### config.mk
export PLATFORM = sky130hd
export DESIGN_NAME = ram_io_port_timer_device_core
export DESIGN_NICKNAME = d
export VERILOG_FILES = /design/src/rtl/ramiot_pkg.sv /design/src/rtl/ramiot_ram.sv /design/src/rtl/ramiot_regs.sv /design/src/rtl/ram_io_port_timer_device_core.sv
export SDC_FILE = /design/constraint.sdc
export NUM_CORES = 2
export LEC_CHECK = 0
export ABC_AREA = 0
export BUFFER_PORTS_ARGS = -buffer_cell sky130_fd_sc_hd__buf_2
export CORE_MARGIN = 10
export CORE_UTILIZATION = 30
export CTS_CLUSTER_DIAMETER = 200
export DETAILED_ROUTE_END_ITERATION = 8
export GPL_TIMING_DRIVEN = 0
export PLACE_DENSITY = 0.49
export SLEW_MARGIN = 20
export SYNTH_ARGS = -nofsm -noshare
export SYNTH_HDL_FRONTEND = slang
export SYNTH_SLANG_ARGS = --single-unit
### constraint.sdc
create_clock -name aclk -period 3.65 [get_ports aclk]
set_input_delay 0.1825 -clock aclk [delete_from_list [all_inputs] [get_ports aclk]]
set_output_delay 0.1825 -clock aclk [all_outputs]
set_load 0.05 [all_outputs]
### src/rtl/ramiot_pkg.sv
// shared types and constants for the ram, i/o port and timer block
`timescale 1ns / 1ps

package ramiot_pkg;

    localparam int RAM_DEPTH = 256;
    localparam int RAM_AW    = $clog2(RAM_DEPTH);
    localparam int DATA_W    = 8;

    localparam logic [2:0] OP_TICK   = 3'd0;
    localparam logic [2:0] OP_RAM_RD = 3'd1;
    localparam logic [2:0] OP_RAM_WR = 3'd2;
    localparam logic [2:0] OP_REG_RD = 3'd3;
    localparam logic [2:0] OP_REG_WR = 3'd4;

    localparam logic [2:0] REG_CMD = 3'd0;
    localparam logic [2:0] REG_PA  = 3'd1;
    localparam logic [2:0] REG_PB  = 3'd2;
    localparam logic [2:0] REG_PC  = 3'd3;
    localparam logic [2:0] REG_TLO = 3'd4;
    localparam logic [2:0] REG_THI = 3'd5;

    localparam logic [1:0] TCMD_NOP     = 2'b00;
    localparam logic [1:0] TCMD_STOP    = 2'b01;
    localparam logic [1:0] TCMD_STOP_TC = 2'b10;
    localparam logic [1:0] TCMD_START   = 2'b11;

    localparam logic [1:0] PC_ALT1 = 2'b00;
    localparam logic [1:0] PC_ALT2 = 2'b11;

    typedef struct packed {
        logic [2:0]        opcode;
        logic [7:0]        address;
        logic [DATA_W-1:0] write_data;
        logic [7:0]        pa_pins;
        logic [7:0]        pb_pins;
        logic [5:0]        pc_pins;
    } in_t;

    typedef struct packed {
        logic [DATA_W-1:0] read_data;
        logic [7:0]        port_a_out;
        logic [7:0]        port_b_out;
        logic [5:0]        port_c_out;
        logic              port_a_drive;
        logic              port_b_drive;
        logic              port_c_drive;
        logic              timer_pin;
    } out_t;

endpackage

### src/rtl/ramiot_ram.sv
// generic single-port-write ram with registered read
`timescale 1ns / 1ps

module ramiot_ram #(
    parameter int WIDTH = 8,
    parameter int DEPTH = 256
) (
    input  logic                     clk,
    input  logic                     we,
    input  logic [$clog2(DEPTH)-1:0] waddr,
    input  logic [WIDTH-1:0]         wdata,
    input  logic                     re,
    input  logic [$clog2(DEPTH)-1:0] raddr,
    output logic [WIDTH-1:0]         rdata
);

    logic [WIDTH-1:0] mem [DEPTH];

    always_ff @(posedge clk) begin
        if (we) begin
            mem[waddr] <= wdata;
        end
        if (re) begin
            rdata <= mem[raddr];
        end
    end

endmodule

### src/rtl/ramiot_regs.sv
// command, port latches, status and timer registers with their update logic
`timescale 1ns / 1ps

module ramiot_regs (
    input  logic                   aclk,
    input  logic                   aresetn,
    input  logic                   process,
    input  ramiot_pkg::in_t        item,
    input  logic [7:0]             ram_byte,
    output ramiot_pkg::out_t       result
);
    import ramiot_pkg::*;

    typedef struct packed {
        logic [7:0]  cmd;
        logic        flag;
        logic [7:0]  la;
        logic [7:0]  lb;
        logic [5:0]  lc;
        logic [15:0] assigned;
        logic [15:0] loaded;
        logic        pin;
        logic        second;
        logic [13:0] half_rem;
        logic        half_run;
        logic [12:0] pulse_rem;
        logic        pulse_run;
    } tmr_t;

    tmr_t        st_reg;
    tmr_t        st_next;
    logic [15:0] cur_cnt;
    logic [7:0]  rd;

    // everything clear, timer pin high
    function automatic tmr_t reset_state();
        tmr_t r;
        r     = '0;
        r.pin = 1'b1;
        return r;
    endfunction

    function automatic logic [15:0] cur_count(tmr_t s);
        logic [15:0] a;
        logic [15:0] b;
        logic [15:0] v;
        a = {1'b0, s.half_rem + 14'd1, 1'b0};
        b = {2'b00, s.loaded[13:1], 1'b0};
        v = (a < b) ? a : b;
        if (s.half_run) begin
            return {v[15:1], ~s.second};
        end
        return s.assigned;
    endfunction

    function automatic tmr_t stop_cnt(tmr_t s);
        tmr_t r;
        r = s;
        if (s.half_run) begin
            r.loaded   = (s.loaded & 16'hc000) | cur_count(s);
            r.half_run = 1'b0;
        end
        r.pulse_run = 1'b0;
        r.pin       = 1'b1;
        return r;
    endfunction

    function automatic tmr_t reload_cnt(tmr_t s);
        tmr_t r;
        r = s;
        r.loaded = s.assigned;
        if (s.assigned[13:0] < 14'd2) begin
            r = stop_cnt(r);
        end else begin
            r.second   = 1'b0;
            r.half_rem = {1'b0, s.assigned[13:1]} + {13'd0, s.assigned[0]};
            r.half_run = 1'b1;
            r.pin      = 1'b1;
        end
        return r;
    endfunction

    function automatic tmr_t half_done(tmr_t s);
        tmr_t r;
        r = s;
        if (s.second) begin
            r.pin    = 1'b1;
            r.second = 1'b0;
            if (!s.loaded[15]) begin
                r.flag = 1'b1;
            end
            if (!s.loaded[14] || s.cmd[7:6] == TCMD_STOP_TC) begin
                r = stop_cnt(r);
            end else begin
                r = reload_cnt(r);
            end
        end else begin
            r.half_rem = {1'b0, s.loaded[13:1]};
            r.half_run = 1'b1;
            r.second   = 1'b1;
            if (!s.loaded[15]) begin
                r.pin = 1'b0;
            end else begin
                r.pulse_rem = (s.loaded[13:1] == 13'd0) ? 13'd0 : s.loaded[13:1] - 13'd1;
                r.pulse_run = 1'b1;
            end
        end
        return r;
    endfunction

    function automatic tmr_t tick_fn(tmr_t s);
        tmr_t r;
        r = s;
        if (r.pulse_run) begin
            if (r.pulse_rem <= 13'd1) begin
                r.pulse_run = 1'b0;
                r.pulse_rem = 13'd0;
                if (r.loaded[15]) begin
                    r.pin = 1'b0;
                end
                r.flag = 1'b1;
            end else begin
                r.pulse_rem = r.pulse_rem - 13'd1;
            end
        end
        if (r.half_run) begin
            if (r.half_rem <= 14'd1) begin
                r.half_run = 1'b0;
                r.half_rem = 14'd0;
                r = half_done(r);
            end else begin
                r.half_rem = r.half_rem - 14'd1;
            end
        end
        return r;
    endfunction

    assign cur_cnt = cur_count(st_reg);

    always_comb begin
        st_next = st_reg;
        rd      = 8'h00;
        if (process) begin
            unique case (item.opcode)
                OP_TICK: begin
                    st_next = tick_fn(st_reg);
                end
                OP_RAM_RD: begin
                    rd = ram_byte;
                end
                OP_REG_RD: begin
                    unique case (item.address[2:0])
                        REG_CMD: begin
                            rd           = {1'b0, st_reg.flag, 6'd0};
                            st_next.flag = 1'b0;
                        end
                        REG_PA: rd = st_reg.cmd[0] ? st_reg.la : item.pa_pins;
                        REG_PB: rd = st_reg.cmd[1] ? st_reg.lb : item.pb_pins;
                        REG_PC: begin
                            unique case (st_reg.cmd[3:2])
                                PC_ALT1: rd = {2'b11, item.pc_pins};
                                PC_ALT2: rd = {2'b11, st_reg.lc};
                                default: rd = 8'hc0;
                            endcase
                        end
                        REG_TLO: rd = cur_cnt[7:0];
                        REG_THI: rd = {st_reg.loaded[15:14], cur_cnt[13:8]};
                        default: rd = 8'h00;
                    endcase
                end
                OP_REG_WR: begin
                    unique case (item.address[2:0])
                        REG_CMD: begin
                            st_next.cmd = item.write_data;
                            unique case (item.write_data[7:6])
                                TCMD_STOP: st_next = stop_cnt(st_next);
                                TCMD_START: begin
                                    if (!st_reg.half_run) begin
                                        st_next = reload_cnt(st_next);
                                    end
                                end
                                default: ;
                            endcase
                        end
                        REG_PA:  st_next.la = item.write_data;
                        REG_PB:  st_next.lb = item.write_data;
                        REG_PC:  st_next.lc = item.write_data[5:0];
                        REG_TLO: st_next.assigned[7:0]  = item.write_data;
                        REG_THI: st_next.assigned[15:8] = item.write_data;
                        default: ;
                    endcase
                end
                default: ;
            endcase
        end
    end

    always_ff @(posedge aclk) begin
        if (!aresetn) begin
            st_reg <= reset_state();
        end else begin
            st_reg <= st_next;
        end
    end

    always_comb begin
        result.read_data    = rd;
        result.port_a_out   = st_next.la;
        result.port_b_out   = st_next.lb;
        result.port_c_out   = st_next.lc;
        result.port_a_drive = st_next.cmd[0];
        result.port_b_drive = st_next.cmd[1];
        result.port_c_drive = (st_next.cmd[3:2] == PC_ALT2);
        result.timer_pin    = st_next.pin;
    end

endmodule

### src/rtl/ram_io_port_timer_device_core.sv
// top level: 256-byte ram, three i/o ports and a 14-bit timer behind valid/ready channels
`timescale 1ns / 1ps

// s_valid/s_ready/s_data carry one item per transfer: a timer tick, a ram read
// or write, or a register read or write, with the current pin levels of the ports.
// m_valid/m_ready/m_data return exactly one result per item, in order: the read
// byte (zero for ticks and writes) and the port latches, drive enables and timer
// pin as they stand after that item.
// the item is registered in the input stage and the result in the output register;
// the ram read is issued at the transfer edge and its registered data meets the
// item in the input stage, where the register and timer update is done.
// throughput: one item per cycle while m_ready is high; the input stage and the output
// register are separate, so a new item is taken while a result waits.
// when m_ready is low the result holds, one more item is held in the input
// stage, and s_ready drops only when both are full.
// reset (aresetn low, synchronous) empties both stages, clears the command,
// latches, status and timer with the timer pin high, and marks every ram byte
// as zero through per-byte valid bits; no clearing pass is needed.
module ram_io_port_timer_device_core (
    input  logic             aclk,
    input  logic             aresetn,
    input  logic             s_valid,
    output logic             s_ready,
    input  ramiot_pkg::in_t  s_data,
    output logic             m_valid,
    input  logic             m_ready,
    output ramiot_pkg::out_t m_data
);
    import ramiot_pkg::*;

    logic                 s_accept;
    logic                 process;
    logic                 in_valid_reg;
    in_t                  in_reg;
    logic                 out_valid_reg;
    out_t                 out_reg;
    out_t                 result;
    logic [RAM_DEPTH-1:0] ram_valid_reg;
    logic                 rd_valid_reg;
    logic [RAM_AW-1:0]    ram_addr;
    logic                 ram_we;
    logic                 ram_re;
    logic [DATA_W-1:0]    ram_rdata;
    logic [DATA_W-1:0]    ram_byte;

    assign s_accept = s_valid && s_ready;
    assign process  = in_valid_reg && (!out_valid_reg || m_ready);
    assign s_ready  = !in_valid_reg || process;
    assign m_valid  = out_valid_reg;
    assign m_data   = out_reg;

    assign ram_addr = s_data.address[RAM_AW-1:0];
    assign ram_we   = s_accept && (s_data.opcode == OP_RAM_WR);
    assign ram_re   = s_accept && (s_data.opcode == OP_RAM_RD);
    assign ram_byte = rd_valid_reg ? ram_rdata : '0;

    ramiot_ram #(
        .WIDTH(DATA_W),
        .DEPTH(RAM_DEPTH)
    ) u_ram (
        .clk  (aclk),
        .we   (ram_we),
        .waddr(ram_addr),
        .wdata(s_data.write_data),
        .re   (ram_re),
        .raddr(ram_addr),
        .rdata(ram_rdata)
    );

    ramiot_regs u_regs (
        .aclk    (aclk),
        .aresetn (aresetn),
        .process (process),
        .item    (in_reg),
        .ram_byte(ram_byte),
        .result  (result)
    );

    always_ff @(posedge aclk) begin
        if (!aresetn) begin
            in_valid_reg  <= 1'b0;
            out_valid_reg <= 1'b0;
            ram_valid_reg <= '0;
        end else begin
            if (s_accept) begin
                in_valid_reg <= 1'b1;
            end else if (process) begin
                in_valid_reg <= 1'b0;
            end
            if (process) begin
                out_valid_reg <= 1'b1;
            end else if (m_ready) begin
                out_valid_reg <= 1'b0;
            end
            if (ram_we) begin
                ram_valid_reg[ram_addr] <= 1'b1;
            end
        end
    end

    always_ff @(posedge aclk) begin
        if (s_accept) begin
            in_reg <= s_data;
        end
        if (ram_re) begin
            rd_valid_reg <= ram_valid_reg[ram_addr];
        end
        if (process) begin
            out_reg <= result;
        end
    end

    // reset empties both stages
    a_reset_empty: assert property (@(posedge aclk)
        !aresetn |=> !m_valid && !in_valid_reg)
        else $error("pipeline not empty after reset");

    // an accepted transfer always lands in the input stage
    a_accept_lands: assert property (@(posedge aclk) disable iff (!aresetn)
        s_accept |=> in_valid_reg)
        else $error("accepted item lost");

    // a processed item always produces a result
    a_process_result: assert property (@(posedge aclk) disable iff (!aresetn)
        process |=> m_valid)
        else $error("processed item produced no result");

    // only reads return data
    a_read_data_zero: assert property (@(posedge aclk) disable iff (!aresetn)
        process && in_reg.opcode != OP_RAM_RD && in_reg.opcode != OP_REG_RD
        |=> m_data.read_data == 8'h00)
        else $error("nonzero read data for a non-read item");

endmodule

-- Yosys cells after proc, flatten, opt, wreduce, memory -nomap -nowiden
Memory sizes are Yosys's and may differ from the RTL's. A register that Yosys moved wholly into a read port is not among the register bits.
Index checks and enable logic that the tools add are counted.
- bits in registers: 423
- output and inout bits: 36
- memories: 1
- input port bits: 45
- RAM bits: 2048
- reductions and logical operators: 29
- bitwise logic cells: 6
- mux-type cells: 73
- eq/ne operators: 29
- add/sub/neg operators: 5
- magnitude comparators: 6
- memory list (name ; depth ; width ; read ports ; clocked after memory_dff ; wr ports ; RTL line ; source):
    u_ram.mem ; 256 ; 8 ; 1 ; 1 ; 1 ; ramiot_ram.sv:17 ; logic [WIDTH-1:0] mem [DEPTH];
- operators by type and width (cell ; number):
    bitwise OR 256 bit ; 1
    one-hot mux 85 bit (2 select lines) ; 1
    2-to-1 mux 47 bit ; 3
    2-to-1 mux 16 bit ; 8
    2-to-1 mux 14 bit ; 7
    one-hot mux 8 bit (2 select lines) ; 6
    one-hot mux 47 bit (2 select lines) ; 1
    2-to-1 mux 90 bit ; 1
    2-to-1 mux 86 bit ; 1
    2-to-1 mux 57 bit ; 1
    2-to-1 mux 55 bit ; 1
    one-hot mux 8 bit (6 select lines) ; 1
    2-to-1 mux 15 bit ; 3
    2-to-1 mux 31 bit ; 1
    2-to-1 mux 1 bit ; 27
    2-to-1 mux 13 bit ; 2
    subtractor 13 x 1 -> 13 bit (second input constant) ; 2
    2-to-1 mux 8 bit ; 3
    one-hot mux 6 bit (2 select lines) ; 2
    bitwise OR 16 bit ; 1
    < comparator 15 x 14 -> 1 bit ; 1
    adder 13 x 1 -> 14 bit ; 1
    adder 14 x 1 -> 14 bit (second input constant) ; 1
    <= comparator 14 x 1 -> 1 bit (second input constant) ; 1
    33 further kinds ; 71

-- Longest topological paths before layout
- word-level depth: 18
- gate-level depth with buffers: 16

-- Modules after synthesis
A second synthesis with hierarchy kept.
- cells, all modules: 5767
- area total of the unflattened synthesis: 99694.4 um^2
- by module, submodules not included (module ; cells each ; area each (um^2) ; sequential area each (um^2) ; times used):
    ramiot_ram ; 3733 ; 79636.4 ; 61739.2 ; 1
    ram_io_port_timer_device_core ; 1151 ; 13070.0 ; 7447.1 ; 1
    ramiot_regs ; 883 ; 6988.0 ; 1821.7 ; 1

-- Worst setup path after synthesis
No wires, ideal clock.
- path type: flip-flop to flip-flop
- start point: reg u_regs.st_reg[17] in the netlist's numbering
- end point: reg out_reg (netlist bit m_data[30]), data pin
- library setup time: 0.163 ns
- arrival time: 3.082 ns
- required time: 3.487 ns
- slack: 0.406 ns
- period minus slack after synthesis: 3.244 ns
- stages on the path, launching flop included: 17
- path buffers: 4
- cell sequence: dfxtp_1 -> buf_2 -> and3_1 -> clkbuf_1 -> nand3_1 -> nor2_1 -> xor2_1 -> ha_1 -> nand3_1 -> o221ai_1 -> a21o_1 -> a21o_1 -> clkbuf_1 -> nor2_1 -> buf_2 -> a21oi_1 -> o221ai_1
- RTL lines (item ; RTL line ; source):
    from (decl) ; ramiot_regs.sv:30 ; tmr_t st_reg;
    from (signal assigned) ; ramiot_regs.sv:200 ; st_reg <= reset_state();
    from (signal assigned) ; ramiot_regs.sv:202 ; st_reg <= st_next;
    to (signal assigned) ; ram_io_port_timer_device_core.sv:109 ; out_reg <= result;
    to (decl) ; ram_io_port_timer_device_core.sv:36 ; out_t out_reg;

-- Worst setup path after layout
- start point: in s_data[32] in the netlist's numbering
- end point: mem u_ram.mem[134][4], enable pin
- RTL lines (item ; RTL line ; source):
    from (decl) ; ram_io_port_timer_device_core.sv:24 ; input ramiot_pkg::in_t s_data,
    to (decl) ; ramiot_ram.sv:17 ;
No word-level cell before the write port.

==> results.toml <==
[outcome]
outcome = "complete, but fails checks"
violations = "negative setup slack"

[sta]
hold_viol_final = 0
fin_skew_ns = 0.0543
finalSetupViolCount = 568
fin_crit_sh_pct = 109
fmax_mhz = 251
report.final.slew_viol_count = 0
layout_min_cycle_time_ns = 3.98
worstMarginPinSlew_ns = 1.30
layout_setup_ws_ns = -0.333
whs_ns = 0.0524
rsz0062_at_grt = "true"
slew_headroom_pct = 12.8

[power_and_ir_drop]
powerDensity_mw_per_mm2 = 533
power_leakage_nw = 36.6
power_w = 0.0624
ir_drop_mv = 0.354

[synth]
avgSynthCellArea_um2 = 19.0
synth_cell_types = 79
synth_fp_nets = 5214
yosys.area.top_type = "edfxtp_1"
synth_cells = 5147
yosysWarnings = 0
synth_top_area_share_pct = 65.5
ys.flop_type = "edfxtp_1"
synth_edf_count = 2127
yosysSeqAreaShare_pct = 72.6
synth_area_mm2 = 0.0976
synth-seq-cells = 2476
async_flop_share_pct = 0
synthTopCellsByArea = "edfxtp_1 65%, mux4_2 15%, dfxtp_1 7.2%"

[min_path]
min_path_type = "in -> reg"
hold_start = "s_data[6]"
min_to = "in_reg[6]"
whs_path_depth = 2

[critical_path]
rrSetupSlack_ns = 0.06
r2r-start = "u_regs.st_reg[15]"
crit_arrival_ns = 4.47
endpoint_kind = "flop"
reg2reg_depth = 13
critPathKind = "in -> reg"
startpoint_type = "input pin"
crit_required_ns = 4.14
crit_fanout = 10
r2r_end = "m_data[27]"

[floorplan]
start_util_pct = 30.1
io_pins = 81
die_y_um = 590
core-area_mm2 = 0.324
dieArea_mm2 = 0.348
dieWidth_um = 590
rows = 209

[global_route]
gr-total-overflow = 0
antenna_found_initial = 39
grt_max_degree = 124
grt_pass1_wl_mm = 544
grt_use_total_pct = 23.3
grt_pass1_vias = 56000

[finish]
nNetsFinal = 5692
final_common_cell = "edfxtp_1"
final_cell_mix = "2,127 x edfxtp_1, 648 x mux4_2, 344 x dfxtp_1"
drive_above_1_share_pct = 30.4
largest_reg_flops = 2048
area_growth_pct = 20.0

[route]
avgRoutedWirePerCell_um = 41.1
avgViaCountPerCell = 5.70
firstDrtPassIters = 6
drt_wl_total_mm = 418
vias = 57900
drc = 0
ant_nets = 0
drtIter0Drc = 8814

[placed_design]
place.gp.congestion = 1.00
numPortBuffers = 76
dp_hpwl_mm = 285

[cts]
cts_inserted_buffers = 270
cts.htree.levels = 5
clk_latency_ns = 0.88
cts.sinks = 2476
clk_pin_slew_ns = 0.06
clk_path_buf_depth = 4
ctsRootBufferMaster = "clkbuf_16"
cts_tree = "yes"

[run]
cap_viol_max_count = 0
==> area by class of cell <==
cell class / count / area [µm²]
repair buffers: 213 / 2930
well taps: 4325 / 5410
flip-flops and latches: 2476 / 70900
clock buffers: 370 / 7550
multi-input cells: 2306 / 26900
diodes: 8 / 20.0
fillers: 30000 / 207000
inverters: 38 / 143
plain buffers: 320 / 2220
clock inverters: 113 / 987
==> stage by stage <==
stage / instances / TNS [ns] / util (%) / area, µm² / setup WS [ns]
3_5_place_dp: 9628 / -4185.48 / 32.6 / 106000 / -2.77
5_1_grt: 10200 / -0.0817 / 36.1 / 117000 / -0.0306
4_1_cts: 10200 / -48.36 / 35.9 / 116000 / -0.217
3_3_place_gp: 9548 / -8624.14 / 31.9 / 103000 / -4.49
2_1_floorplan: 5147 / 0 / - / 97600 / 0.406
6_report: 10200 / -65.57 / 36.1 / 117000 / -0.333
==> worst max-delay path, stage by stage <==
cell      delay, ns
buf_2          0.45
buf_2          0.49
nor2b_1        0.18
clkbuf_2       0.45
buf_2          0.61
nand2_1        0.71
buf_2          0.72
nor2_4         0.58
==> timing repair <==
| item | in CTS | in global routing |
|---|---|---|
| pin swaps | 6 | 18 |
| setup buffers | 6 | 10 |
| gates resized for setup | 478 | 157 |
| endpoints found under the hold margin | 507 | 0 |
| setup endpoints to repair | 2324 | 954 |
| hold buffers | 40 | 0 |
==> worst max-delay path by stage <==
| stage | slack [ns] | cells past startpoint | startpoint | to |
|---|---|---|---|---|
| 2_1_floorplan | 0.41 | 16 | u_regs.st_reg[17] | m_data[30] |
| 3_3_place_gp | -4.49 | 9 | s_data[33] | u_ram.rdata[3] |
| 3_5_place_dp | -2.77 | 11 | s_data[31] | u_ram.mem[159][1] |
| 4_1_cts | -0.22 | 9 | m_valid | u_ram.mem[202][2] |
| 5_1_grt | -0.03 | 12 | s_data[30] | u_ram.rdata[3] |
| 6_report | -0.33 | 8 | s_data[32] | u_ram.mem[134][4] |
==> routing by layer <==
layer / part of all wire [%] / global-route usage (%) / wire length (µm) / up-vias
met1: 40 / 30.9 / 165000 / 31700
li1: - / - / - / 22100
met2: 44 / 35.0 / 184000 / 3256
met4: 6.7 / 12.6 / 28200 / 12
met5: 0.020 / 0 / 82 / -
met3: 9.8 / 6.12 / 41100 / 835
==> logic make-up (layout without fill, tap and decap cells) <==
group | after synthesis | count (layout) | share of synthesized area (%)
AOI/OAI and AO/OA | 706 | 706 | 5.05
xor gates and xnor gates | 44 | 44 | 0.395
adders and majority gates | 22 | 22 | 0.282
buffers and inverters | 365 | 1054 | 1.72
DFF | 2476 | 2476 | 72.6
muxes | 786 | 786 | 16.4
other | 0 | 8 | 0
and+or+nand+nor | 748 | 748 | 3.53
==> cells in the mapped netlist, types with 31 or more instances <==
master / number
nor2_1: 331
o21a_1: 258
dfxtp_1: 349
nor3_1: 33
mux2i_1: 112
o22ai_1: 45
buf_4: 32
nand3_1: 89
edfxtp_1: 2127
mux4_2: 648
inv_1: 36
buf_2: 85
a22oi_1: 37
xnor2_1: 31
clkbuf_1: 168
nand2_1: 133
buf_1: 31
o21ai_0: 82
a21oi_1: 89
==> where the power goes <==
part | leakage (nW) | internal, W | switching [W]
Combinational | 10.4 | 0.00130 | 0.00326
Clock | 4.18 | 0.0155 | 0.0116
Sequential | 22.0 | 0.0307 | 0.0000428
Total | 36.6 | 0.0476 | 0.0149
No activity file was read; power rests on OpenSTA's default activity.
